<file path="src/rtl/sser_pkg.sv">
`timescale 1ns / 1ps

package sser_pkg;

    localparam int unsigned CharWidth    = 8;
    localparam int unsigned PayloadBytes = 7;
    localparam int unsigned PayloadWidth = PayloadBytes * CharWidth;
    localparam int unsigned LenWidth     = 3;
    localparam int unsigned KindWidth    = 3;
    localparam int unsigned CfgIdxWidth  = 3;
    localparam int unsigned OutDataWidth = 16;

    localparam logic [LenWidth-1:0] MaxPayload = LenWidth'(PayloadBytes);

    localparam logic [CharWidth-1:0] IdleChar     = 8'h00;
    localparam logic [CharWidth-1:0] SyncReset    = 8'h16;
    localparam logic [CharWidth-1:0] StxReset     = 8'h02;
    localparam logic [CharWidth-1:0] EtxReset     = 8'h03;
    localparam logic [CharWidth-1:0] CancelReset  = 8'h18;
    localparam logic [CharWidth-1:0] HeaderReset  = 8'h28;

    typedef enum logic [CfgIdxWidth-1:0] {
        CFG_SYNC    = 3'd0,
        CFG_STX     = 3'd1,
        CFG_ETX     = 3'd2,
        CFG_CANCEL  = 3'd3,
        CFG_HEADER  = 3'd4,
        CFG_PAYLOAD = 3'd5
    } t_cfg_idx;

    typedef enum logic [KindWidth-1:0] {
        EV_NONE    = 3'd0,
        EV_HEADER  = 3'd1,
        EV_DATA    = 3'd2,
        EV_END     = 3'd3,
        EV_DISCARD = 3'd4,
        EV_ERROR   = 3'd5
    } t_event;

    typedef struct packed {
        logic [CharWidth-1:0]    sync_char;
        logic [CharWidth-1:0]    start_text_char;
        logic [CharWidth-1:0]    end_text_char;
        logic [CharWidth-1:0]    cancel_char;
        logic [CharWidth-1:0]    own_header;
        logic [PayloadWidth-1:0] own_payload;
    } t_cfg;

    typedef struct packed {
        logic                 line_busy;
        logic                 own_frame;
        logic [CharWidth-1:0] out_byte;
        t_event               event_kind;
    } t_result;

endpackage

</file>
<file path="src/rtl/sync_stx_etx_frame_receiver_top.sv">
// Throughput: one character per cycle while the result side accepts, as the phase machine updates on each character.
// A character register and a result register decouple the two stream sides.
// Reset is synchronous and active low; it loads the default framing characters,
// clears our payload and puts the receiver into the search for the sync character.
`timescale 1ns / 1ps

module sync_stx_etx_frame_receiver_top (
    input  logic                               i_clk,
    input  logic                               i_rst_n,
    input  logic                               s_axis_tvalid,
    output logic                               s_axis_tready,
    // Bits 7..0: rx_char.
    input  logic [sser_pkg::CharWidth-1:0]     s_axis_tdata,
    output logic                               m_axis_tvalid,
    input  logic                               m_axis_tready,
    // Bits 2..0: event_kind, 10..3: out_byte, 11: own_frame, 12: line_busy, 15..13: zero.
    output logic [sser_pkg::OutDataWidth-1:0]  m_axis_tdata,
    input  logic                               i_cfg_valid,
    output logic                               o_cfg_ready,
    input  logic [sser_pkg::CfgIdxWidth-1:0]   i_cfg_index,
    input  logic [sser_pkg::PayloadWidth-1:0]  i_cfg_data
);
    import sser_pkg::*;

    t_cfg    w_cfg;
    t_result w_result;

    assign o_cfg_ready = 1'b1;

    sser_cfg_regs u_cfg_regs (
        .i_clk       (i_clk),
        .i_rst_n     (i_rst_n),
        .i_cfg_valid (i_cfg_valid),
        .i_cfg_index (i_cfg_index),
        .i_cfg_data  (i_cfg_data),
        .o_cfg       (w_cfg)
    );

    sser_deframer u_deframer (
        .i_clk      (i_clk),
        .i_rst_n    (i_rst_n),
        .i_cfg      (w_cfg),
        .i_s_valid  (s_axis_tvalid),
        .o_s_ready  (s_axis_tready),
        .i_s_char   (s_axis_tdata),
        .o_m_valid  (m_axis_tvalid),
        .i_m_ready  (m_axis_tready),
        .o_m_result (w_result)
    );

    assign m_axis_tdata = {{(OutDataWidth - $bits(t_result)){1'b0}}, w_result};

endmodule

</file>
<file path="src/rtl/sser_cfg_regs.sv">
`timescale 1ns / 1ps

module sser_cfg_regs (
    input  logic                             i_clk,
    input  logic                             i_rst_n,
    input  logic                             i_cfg_valid,
    input  logic [sser_pkg::CfgIdxWidth-1:0] i_cfg_index,
    input  logic [sser_pkg::PayloadWidth-1:0] i_cfg_data,
    output sser_pkg::t_cfg                   o_cfg
);
    import sser_pkg::*;

    t_cfg r_cfg;
    t_cfg n_cfg;

    always_comb begin
        n_cfg = r_cfg;
        if (i_cfg_valid) begin
            case (i_cfg_index)
                CFG_SYNC:    n_cfg.sync_char       = i_cfg_data[CharWidth-1:0];
                CFG_STX:     n_cfg.start_text_char = i_cfg_data[CharWidth-1:0];
                CFG_ETX:     n_cfg.end_text_char   = i_cfg_data[CharWidth-1:0];
                CFG_CANCEL:  n_cfg.cancel_char     = i_cfg_data[CharWidth-1:0];
                CFG_HEADER:  n_cfg.own_header      = i_cfg_data[CharWidth-1:0];
                CFG_PAYLOAD: n_cfg.own_payload     = i_cfg_data;
                default: begin
                end
            endcase
        end
    end

    always_ff @(posedge i_clk) begin
        if (!i_rst_n) begin
            r_cfg.sync_char       <= SyncReset;
            r_cfg.start_text_char <= StxReset;
            r_cfg.end_text_char   <= EtxReset;
            r_cfg.cancel_char     <= CancelReset;
            r_cfg.own_header      <= HeaderReset;
            r_cfg.own_payload     <= '0;
        end else begin
            r_cfg <= n_cfg;
        end
    end

    assign o_cfg = r_cfg;

endmodule

</file>
<file path="src/rtl/sser_deframer.sv">
`timescale 1ns / 1ps

module sser_deframer (
    input  logic                           i_clk,
    input  logic                           i_rst_n,
    input  sser_pkg::t_cfg                 i_cfg,
    input  logic                           i_s_valid,
    output logic                           o_s_ready,
    input  logic [sser_pkg::CharWidth-1:0] i_s_char,
    output logic                           o_m_valid,
    input  logic                           i_m_ready,
    output sser_pkg::t_result              o_m_result
);
    import sser_pkg::*;

    typedef enum logic [2:0] {
        PH_IDLE = 3'd0,
        PH_SYNC = 3'd1,
        PH_STX  = 3'd2,
        PH_HDR  = 3'd3,
        PH_DATA = 3'd4,
        PH_ETX  = 3'd5
    } t_phase;

    logic                 r_in_valid;
    logic [CharWidth-1:0] r_in_char;
    logic                 r_out_valid;
    t_result              r_out;

    t_phase               r_phase;
    t_phase               n_phase;
    logic [LenWidth-1:0]  r_len;
    logic [LenWidth-1:0]  n_len;
    logic [LenWidth-1:0]  r_idx;
    logic [LenWidth-1:0]  n_idx;
    logic                 r_own;
    logic                 n_own;
    logic                 r_busy;
    logic                 n_busy;
    t_result              n_out;

    logic                 w_advance;
    logic [LenWidth-1:0]  w_hdr_len;
    logic [CharWidth-1:0] w_want;
    logic                 w_ok;
    logic [PayloadWidth+CharWidth-1:0] w_payload_ext;

    assign w_advance = r_in_valid && (!r_out_valid || i_m_ready);
    assign o_s_ready = !r_in_valid || w_advance;

    assign w_payload_ext = {{CharWidth{1'b0}}, i_cfg.own_payload};
    assign w_want        = w_payload_ext[r_idx*CharWidth +: CharWidth];
    assign w_hdr_len     = (r_in_char[LenWidth-1:0] > MaxPayload) ?
                           MaxPayload : r_in_char[LenWidth-1:0];
    assign w_ok          = r_own ? (r_in_char == w_want) : (r_in_char != i_cfg.cancel_char);

    always_comb begin
        n_phase          = r_phase;
        n_len            = r_len;
        n_idx            = r_idx;
        n_own            = r_own;
        n_busy           = r_busy;
        n_out.event_kind = EV_NONE;
        n_out.out_byte   = '0;
        n_out.own_frame  = 1'b0;
        case (r_phase)
            PH_IDLE: begin
                if (r_in_char == IdleChar) begin
                    n_busy  = 1'b0;
                    n_phase = PH_SYNC;
                end
            end
            PH_STX: begin
                n_phase = (r_in_char == i_cfg.start_text_char) ? PH_HDR : PH_IDLE;
            end
            PH_HDR: begin
                if (r_in_char == i_cfg.cancel_char) begin
                    n_out.event_kind = EV_DISCARD;
                    n_phase          = PH_IDLE;
                end else begin
                    n_own            = (r_in_char == i_cfg.own_header);
                    n_len            = w_hdr_len;
                    n_idx            = '0;
                    n_out.event_kind = EV_HEADER;
                    n_out.out_byte   = r_in_char;
                    n_out.own_frame  = n_own;
                    n_phase          = (w_hdr_len == '0) ? PH_ETX : PH_DATA;
                end
            end
            PH_DATA: begin
                n_out.own_frame = r_own;
                if (w_ok) begin
                    n_out.event_kind = EV_DATA;
                    n_out.out_byte   = r_in_char;
                    n_idx            = r_idx + 1'b1;
                    if (n_idx >= r_len) begin
                        n_phase = PH_ETX;
                    end
                end else begin
                    n_out.event_kind = EV_DISCARD;
                    n_phase          = PH_IDLE;
                end
            end
            PH_ETX: begin
                n_out.own_frame = r_own;
                if (r_in_char == i_cfg.end_text_char) begin
                    n_out.event_kind = EV_END;
                    n_busy           = 1'b0;
                    n_phase          = PH_SYNC;
                end else begin
                    n_out.event_kind = EV_ERROR;
                    n_phase          = PH_IDLE;
                end
            end
            default: begin
                n_phase = PH_SYNC;
                if (r_in_char == i_cfg.sync_char) begin
                    n_busy  = 1'b1;
                    n_phase = PH_STX;
                end
            end
        endcase
        n_out.line_busy = n_busy;
    end

    always_ff @(posedge i_clk) begin
        if (!i_rst_n) begin
            r_in_valid  <= 1'b0;
            r_out_valid <= 1'b0;
            r_phase     <= PH_SYNC;
            r_len       <= '0;
            r_idx       <= '0;
            r_own       <= 1'b0;
            r_busy      <= 1'b0;
        end else begin
            if (o_s_ready) begin
                r_in_valid <= i_s_valid;
            end
            if (w_advance) begin
                r_out_valid <= 1'b1;
                r_phase     <= n_phase;
                r_len       <= n_len;
                r_idx       <= n_idx;
                r_own       <= n_own;
                r_busy      <= n_busy;
            end else if (i_m_ready) begin
                r_out_valid <= 1'b0;
            end
        end
    end

    always_ff @(posedge i_clk) begin
        if (o_s_ready && i_s_valid) begin
            r_in_char <= i_s_char;
        end
        if (w_advance) begin
            r_out <= n_out;
        end
    end

    assign o_m_valid  = r_out_valid;
    assign o_m_result = r_out;

endmodule
</file>
<file path="config.mk">
export PLATFORM = sky130hd
export DESIGN_NAME = sync_stx_etx_frame_receiver_top
export DESIGN_NICKNAME = d
export VERILOG_FILES = /design/src/rtl/sser_pkg.sv /design/src/rtl/sync_stx_etx_frame_receiver_top.sv /design/src/rtl/sser_cfg_regs.sv /design/src/rtl/sser_deframer.sv
export SDC_FILE = /design/constraint.sdc
export NUM_CORES = 1
export LEC_CHECK = 0
export BUFFER_PORTS_ARGS = -buffer_cell sky130_fd_sc_hd__buf_4
export CAP_MARGIN = 10
export CORE_ASPECT_RATIO = 1.4
export CORE_UTILIZATION = 35
export DETAILED_ROUTE_END_ITERATION = 8
export RECOVER_POWER = 100
export SETUP_SLACK_MARGIN = 0.4
export SLEW_MARGIN = 15
export SYNTH_ARGS = -nofsm -noshare
export SYNTH_HDL_FRONTEND = slang
export SYNTH_SLANG_ARGS = --single-unit
</file>
<file path="constraint.sdc">
create_clock -name i_clk -period 2.1 [get_ports i_clk]
set_input_delay 0.315 -clock i_clk [delete_from_list [all_inputs] [get_ports i_clk]]
set_output_delay 0.315 -clock i_clk [all_outputs]
set_load 0.02 [all_outputs]
</file>
# After elaboration in Yosys (flattened, before gate mapping)
# Index checks and enable logic that the tools add are counted.
# word_totals
register_bits	130
out_inout_bits	19
# op_classes
n_addsub	1
n_shift	1
n_lt_le_gt_ge	2
muxes	28
n_eq_ne	20
n_reduce_logical	23
bitwise	1
# ops
cell	count
variable part select 64 x 7 -> 8 bit	1
equality test 8 bit	6
2-to-1 mux 3 bit	10
case mux 8 bit (2 select lines)	1
case mux 3 bit (5 select lines)	1
equality test 3 x 2 -> 1 bit (second input constant)	4
equality test 3 bit (second input constant)	4
AND reduction 2 bit	6
logical NOT 3 bit	3
2-to-1 mux 9 bit	1
case mux 3 bit (3 select lines)	1
logical NOT 8 bit	1
2-to-1 mux 1 bit	8
2-to-1 mux 8 bit	1
!= test 8 bit	1
case mux 3 bit (2 select lines)	1
AND reduction 3 bit	2
2-to-1 mux 2 bit	2
!= test 2 x 1 -> 1 bit (second input constant)	2
AND reduction 4 bit	1
nonzero test 2 bit	2
adder 3 x 1 -> 3 bit (second input constant)	1
equality test 3 x 1 -> 1 bit (second input constant)	1
>= comparator 3 bit	1
11 further kinds	14

# Depth between registers and ports, before layout
# Gate-level depths: netlist of run 1.
# depth
depth_word	6
ltp_mapped	11
mapped_depth_nobuf	8

# Hierarchy
# From an unflattened synthesis of run 1, not the netlist that was laid out.
# hier_totals
hier_cells	674
area_unflattened_um2	6505.0
# by_module_without_submodules
mod	instances	seq_area_each_um2	area_per_inst_um2	cells_per_inst
sser_cfg_regs	1	1921.8	3768.6	388
sser_deframer	1	890.9	2698.8	280
sync_stx_etx_frame_receiver_top	1	0.0	37.5	6

# Least setup slack after synthesis of run 1
# OpenSTA, ideal clock, no wires.
# synth_path
kind	reg-to-reg
from	reg u_deframer.r_idx[0]
to	reg u_deframer.r_idx[1]
arrival_time_ps	2167
path_slack_ps	-187
path_stages_with_launch	10
setup_time_ps	120
required_time_ps	1980
synth_period_minus_slack_ps	2287
path_cell_list	dfxtp_1 buf_6 buf_6 mux2i_1 a22oi_1 a21o_1 a2111oi_4 a31oi_4 and3_1 o31a_1
# synth_via
elab_chain_cells	5
word_cells_on_any_way	8
# synth_lines
element	line_no	source
from (decl)	sser_deframer.sv:34	logic [LenWidth-1:0] r_idx;
from (signal assigned)	sser_deframer.sv:143	r_idx <= n_idx;
variable part select 64 x 7 -> 8 bit	sser_deframer.sv:52	assign w_want = w_payload_ext[r_idx*CharWidth +: CharWidth];
equality test 8 bit	sser_deframer.sv:55	assign w_ok = r_own ? (r_in_char == w_want) : (r_in_char != i_cfg.cancel_char);
2-to-1 mux 1 bit	sser_deframer.sv:55	
!= test 2 x 1 -> 1 bit (no source line)	n/a	
AND reduction 4 bit (no source line)	n/a	
# Parallel ways exist; a longest one is shown, timed or not. The select of a mux whose other input is x is not followed.
# A chain may end at the register's enable or synchronous reset.

# Worst setup path in the final report of run 1
# layout_path
from	reg u_deframer.r_idx[0]
to	reg u_deframer.r_idx[2]
# The elaborated chain is that of the path after synthesis.

==> results of run 1 <==
==> what timing repair did <==
item,CTS,global route
gates resized for setup,16,14
hold endpoints to repair,0,0
setup endpoints to repair,23,24
pin swaps,11,6
buffers inserted,4,1
hold buffers,0,0
==> final timing paths <==
path,slack [ns],end,cells past startpoint
worst max-delay path,-0.18,u_deframer.r_idx[2],8
worst min-delay path,0.1,u_deframer.r_in_char[7],1
worst max register to register,-0.18,u_deframer.r_idx[2],8
worst min register to register,0.46,u_cfg_regs.o_cfg[2],2
==> worst max-delay path, delay by kind of cell (launching register included) <==
kind | cells | cell delay (ns)
flip-flops | 1 | 0.39
multiplexers | 1 | 0.23
AND/OR/NAND/NOR | 1 | 0.22
buffers and inverters | 1 | 0.13
AO/OA/AOI/OAI | 5 | 1.19
==> placed cells by master (no fill, tap or decap), drive strengths merged, types with 2 or more instances in the layout <==
| cell type | synthesis | routed |
|---|---|---|
| inv | 4 | 4 |
| nor4 | 5 | 5 |
| o211ai | 4 | 4 |
| xor2 | 25 | 25 |
| nand2b | 6 | 6 |
| a21oi | 10 | 10 |
| nor2 | 16 | 16 |
| ha | 4 | 4 |
| a21boi | 87 | 87 |
| nand2 | 215 | 215 |
| o21a | 6 | 6 |
| buf | 15 | 97 |
| and3 | 3 | 3 |
| o221ai | 3 | 3 |
| conb | 2 | 4 |
| dfxtp | 109 | 109 |
| a2111oi | 2 | 2 |
| clkinv | 0 | 8 |
| a21o | 3 | 3 |
| or3 | 2 | 2 |
| xnor2 | 22 | 22 |
| clkinvlp | 0 | 4 |
| a22oi | 7 | 7 |
| nor3 | 8 | 8 |
| nand4 | 6 | 6 |
| nand3b | 5 | 5 |
| o21ai | 5 | 5 |
| edfxtp | 21 | 21 |
| mux2i | 28 | 28 |
| nor2b | 14 | 14 |
| o31a | 3 | 3 |
| nand3 | 17 | 17 |
| and2 | 11 | 11 |
| clkbuf | 33 | 49 |
==> through the flow <==
step           setup TNS (ns)  setup slack (ns)  instance area [um^2]  hold WS (ns)
2_1_floorplan          -0.747           -0.0701                  6290         0.414
3_3_place_gp            -3.06            -0.223                  7320         0.452
3_5_place_dp            -3.90            -0.294                  7320         0.459
4_1_cts                 -2.54            -0.216                  7950        0.0587
5_1_grt                 -4.00            -0.299                  7890        0.0817
6_report                -2.13            -0.181                  7890        0.0952
==> logic make-up (layout without fill, tap and decap cells) <==
group                    after synthesis  count (layout)  share of synthesized area (%)
flip-flops                           130             130                           45.3
multiplexers                          29              29                           4.88
buffers and inverters                 52             162                           3.79
XOR/XNOR                              47              47                           6.63
AO/OA/AOI/OAI                        137             137                           16.8
other                                  2               4                          0.121
AND/OR/NAND/NOR                      309             309                           21.6
adder cells (fa/ha/maj)                4               4                          0.806
==> area by class of cell <==
class	instances	area [um^2]
multi-input combinational	530	3270
tap	236	295
clock buffer	19	443
fill	1745	9440
clock inverter	12	87.6
timing repair buffer	127	951
sequential	130	2820
inverter	4	16.3
==> registers in the layout, indices dropped and copies added, names as in the netlist <==
signal                 flops
u_deframer.o_m_valid       1
u_deframer.o_m_result     13
u_cfg_regs.o_cfg          96
u_deframer.r_in_char       8
u_deframer.r_idx           3
u_deframer.r_busy          1
u_deframer.r_phase         3
u_deframer.r_len           3
u_deframer.r_own           1
u_deframer.r_in_valid      1
==> routing by layer <==
metal,global-route usage (%),vias up,wire (um)
li1,-,2590,-
met1,23.1,2311,7240
met2,30.5,115,7580
met3,3.69,23,567
met4,6.55,0,297
met5,0,-,0
==> report_power, final <==
part / switching [uW] / total [uW] / internal (uW)
registers: 48.5 / 2650 / 2600
clock network: 1110 / 2640 / 1530
logic: 290 / 541 / 252
total: 1450 / 5830 / 4390
==> results.toml, run 1 <==
[worst_setup_path]
start_kind = "flop"
slowest_stage = "a2111oi_4"
end_kind = "flop"
worstSetupStartpoint = "u_deframer.r_idx[0]"
path_cells = "buf_12 -> mux2i_2 -> o221ai_2 -> a21o_1 -> a2111oi_4 -> a31oi_4 -> and3_1 -> o31a_1"
rr_startpoint = "u_deframer.r_idx[0]"
path_max_fanout = 8
worstPathArrival_ns = 2.58
max_stage_delay_ns = 0.40
worstSetupPathType = "flop to flop"
worst-endpoint-required_ns = 2.40

[floorplan]
die_area_um2 = 18300
pin_count = 91
start_util_pct = 35.8
num_rows = 57
core_um2 = 17300
die_w_um = 115
fp.dieH_um = 160

[sta]
worst_slack_ns = -0.181
finalHoldViolCount = 0
fmax_mhz = 438
period_minus_slack_ns = 2.28
setup_violations = 16
skew_ns = 0.00610
report.final.slew_viol_count = 0
max_slew_margin_pct = 31.1
post-route-period-util_pct = 109
worstMarginPinSlew_ns = 1.03
grt_setup_unrepaired = "yes"

[global_route]
grt_pass1_vias = 4888
grt_pass1_wl_mm = 25.5
overflow = 0
antenna_found_initial = 0
grt_start_max_net_pins = 61
track_usage_pct = 18.2

[routing]
drc = 0
drtIter0Drc = 225
routed_wl_mm = 15.7
antenna_left = 0
vias = 5039
wl_per_cell_um = 14.8
vias_per_cell = 4.76
firstDrtPassIters = 6

[finish]
fin_util_pct = 45.5
synthToLayoutAreaGrowth_pct = 27.1
drive_above_1_share_pct = 20.1
instances_no_fill = 1058
diodes = 0
nNetsFinal = 886

[yosys]
yosysMostFrequentCell = "nand2_1"
synth_top_area_cell = "dfxtp_1"
synth_edf_count = 21
synth_flop_cell = "dfxtp_1"
ys_ff_latch = 130
yosysSeqAreaShare_pct = 45.3
async_flop_share_pct = 0
synth_cells = 710
ys_warn_count = 0
yosys-top-cells-count = "nand2_1 (215), dfxtp_1 (109), a21boi_0 (87), clkbuf_1 (31), mux2i_1 (28)"
syn_area_um2 = 6210
ys_types = 49
syn_area_per_cell_um2 = 8.74
synth_area_leaders = "dfxtp_1 (35%), nand2_1 (13%), a21boi_0 (11%), edfxtp_1 (10%), mux2i_1 (4.5%)"
synth_top_area_share_pct = 35.2

[cts]
h-tree-depth = 4
clock_latency_ns = 0.42
cts_buffer_depth = 2
cts.clk_slew.worst_paths_ns = 0.06
cts_sinks = 130
cts_buffers = 17
tritoncts = "built"
root_buffer = "clkbuf_16"

[worst_hold_path]
hold_start = "s_axis_tdata[7]"
hold_path.class = "input pin to flop"

[pwr]
irDropWorstVdd_mv = 0.469
p_per_area_nw_per_um2 = 739
p_total_uw = 5830
leakagePower_uw = 0.00288

[status]
status = "complete, but fails checks"
violations = "setup timing"

[placed_design]
io_buffers = 86
post-place-cells = 1022
dpl.hpwl_mm = 11.0
gp_congestion = 0.819

[job]
max_cap_violations = 0
(Power assumes the default switching activity.)
==> inputs of run 2 (changes only) <==
--- a/config.mk
+++ b/config.mk
@@ -15,4 +15,5 @@
 export SLEW_MARGIN = 15
 export SYNTH_ARGS = -nofsm -noshare
 export SYNTH_HDL_FRONTEND = slang
+export SYNTH_HIERARCHICAL = 1
 export SYNTH_SLANG_ARGS = --single-unit
==> run 2 against run 1 <==
- the run still ends with setup timing left
- critical path depth grew 1
- register-to-register slack lost 0.13 ns
- synthesized cell count shrank 5.1%
- maximum frequency shrank 5.5%
- combinational power grew 8.7%
- global-route usage is essentially flat
- clock power grew 16%
- routed wire length grew 5.6%
- design area grew 6.7%
- critical endpoint is now u_deframer/o_m_result[7]
- die area grew 4.7%
==> results.toml, run 2 <==
[sta]
report.final.slew_viol_count = 0
worst_slack_ns = -0.315
max_slew_margin_pct = 28.3
skew_ns = 0.00652
worstMarginPinSlew_ns = 1.08
post-route-period-util_pct = 115
period_minus_slack_ns = 2.41
fmax_mhz = 414
setup_violations = 16
fin_setup_tns_ns = -4.38
grt_setup_unrepaired = "yes"
finalHoldViolCount = 0

[floorplan]
pin_count = 91
die_w_um = 117
start_util_pct = 36.0
core_um2 = 18100
fp.dieH_um = 163
num_rows = 58
die_area_um2 = 19100

[yosys]
synth_top_area_share_pct = 33.5
synth_top_area_cell = "dfxtp_1"
syn_area_per_cell_um2 = 9.65
synth_edf_count = 21
synth_flop_cell = "dfxtp_1"
synth_area_leaders = "dfxtp_1 (34%), mux2i_1 (19%), edfxtp_1 (9.7%), nand2_1 (9.2%), xnor2_1 (5.4%)"
yosysSeqAreaShare_pct = 43.2
ys_warn_count = 6
yosysMostFrequentCell = "nand2_1"
async_flop_share_pct = 0
syn_area_um2 = 6500
yosys-top-cells-count = "nand2_1 (159), mux2i_1 (124), dfxtp_1 (109), xnor2_1 (40), nor2b_1 (23)"
synth_cells = 674
ys_types = 61
ys_ff_latch = 130

[finish]
layout_common_cells = "nand2_1 (158), mux2i_1 (122), dfxtp_1 (107)"
drive_above_1_share_pct = 25.4
diodes = 0
register_area_um2 = 2820
multi_input_area_um2 = 3530
nNetsFinal = 870
fillers = 1736
synthToLayoutAreaGrowth_pct = 29.3
layout_commonest_cell = "nand2_1"
largest_reg_flops = 96

[placed_design]
io_buffers = 86
pre_cts_slack_ns = -0.425
dpl.hpwl_mm = 11.7
gp_congestion = 0.831

[pwr]
p_per_area_nw_per_um2 = 750
irDropWorstVdd_mv = 0.561
leakagePower_uw = 0.00326

[job]
max_cap_violations = 0

[worst_setup_path]
end_kind = "flop"
worst-endpoint-required_ns = 2.28
reg2reg_slack_ns = -0.31
r2r_cells = 9
rr_startpoint = "u_deframer/r_idx[1]"
worstSetupPathType = "flop to flop"
path_max_fanout = 8
worstPathArrival_ns = 2.60
start_kind = "flop"
r2r_end = "u_deframer/o_m_result[7]"

[routing]
antenna_left = 0
vias_per_cell = 4.77
drtIter0Drc = 213
wl_per_cell_um = 15.8
firstDrtPassIters = 5
drc = 0
routed_wl_mm = 16.6
vias = 4985

[cts]
clock_latency_ns = 0.43
cts_buffer_depth = 2
tritoncts = "built"
cts.clk_slew.worst_paths_ns = 0.06
root_buffer = "clkbuf_16"
cts_buffers = 17
h-tree-depth = 4
cts_hold_buf = 0
cts_sinks = 130

[global_route]
overflow = 0
grt_pass1_vias = 4842
grt_start_max_net_pins = 80
antenna_found_initial = 0
grt_pass1_wl_mm = 26.0
track_usage_pct = 18.2

[status]
violations = "setup timing"
status = "complete, but fails checks"

[worst_hold_path]
hold_path.class = "input pin to flop"
min_path_cells = 1
hold_start = "s_axis_tdata[4]"
min_to = "u_deframer/r_in_char[4]"
run 2: cell count changes in the layout (fill, tap and decap cells not counted), moves of 5 or more:
cell,change
buf_6,+7
nand2_1,-56
xor2_1,-23
xnor2_1,+17
a21boi_0,-86
nor2b_1,+10
and2_1,-6
buf_4,+14
clkinv_4,-5
nand3_1,-12
mux2i_1,+96
run 2: repair_timing:
item	4_1_cts	5_1_grt
pin swaps	15	24
setup endpoints to repair	23	24
setup buffers	12	7
gates resized for setup	32	26
run 2: worst max path at each step:
stage	from	end	slack (ns)	cells after the start
after floorplan	u_deframer/r_idx[1]	u_deframer/o_m_result[10]	-0.12	10
after global placement	u_deframer/r_idx[1]	u_deframer/r_phase[0]	-0.39	9
after detailed placement	u_deframer/r_idx[1]	u_deframer/r_phase[0]	-0.42	9
after CTS	u_deframer/r_idx[1]	u_deframer/o_m_result[3]	-0.28	9
after global routing	u_deframer/r_idx[1]	u_deframer/r_idx[1]	-0.37	11
final	u_deframer/r_idx[1]	u_deframer/o_m_result[7]	-0.31	9
run 2: metrics by stage:
step	total power, uW	util, %	hold WS (ns)	cell area [um^2]	instances
floorplan	3020	-	0.414	6550	676
global placement	3270	41.7	0.445	7540	995
detailed placement	3270	41.7	0.449	7540	995
CTS	6370	46.4	0.0533	8380	1039
global route	6520	46.6	0.0792	8410	1046
finish	6310	46.6	0.0886	8410	1046
run 2: cell type report:
type | instances | area share, %
clock buffer | 24 | 6.23
sequential | 130 | 33.5
clock inverter | 8 | 1.13
inverter | 8 | 0.387
multi-input combinational | 487 | 41.9
tap | 240 | 3.57
timing repair buffer | 149 | 13.3
run 2: layer usage:
metal | part of all wire, % | global-route usage [%] | wire length [um] | up-vias
li1 | - | - | - | 2527
met3 | 3.8 | 3.90 | 621 | 25
met4 | 2.8 | 8.80 | 463 | 0
met1 | 43 | 22.2 | 7170 | 2322
met5 | 0 | 0 | 0 | -
met2 | 50 | 30.2 | 8300 | 111
run 2: worst max-delay path: stages (launching register included):
cell,delay [ns]
dfxtp_4,0.38
buf_8,0.15
mux2i_1,0.12
mux4_2,0.48
and3b_1,0.18
o22a_1,0.22
nand4_4,0.10
a21oi_4,0.09
or2_4,0.29
and2_1,0.16
run 2: cells by family after synthesis:
logic type / count (synthesis) / synth area share (%)
other: 2 / 0.115
AOI/OAI and AO/OA: 47 / 5.33
muxes: 126 / 19.8
DFF: 130 / 43.2
buffers and inverters: 59 / 5.66
and+or+nand+nor: 264 / 19.4
xor gates and xnor gates: 41 / 5.52
adders and majority gates: 5 / 0.962
run 2: power by group:
part	leakage [uW]	internal [uW]	switching (uW)
clock network	0.000302	1970	1090
logic	0.00187	281	307
registers	0.00109	2600	51.4
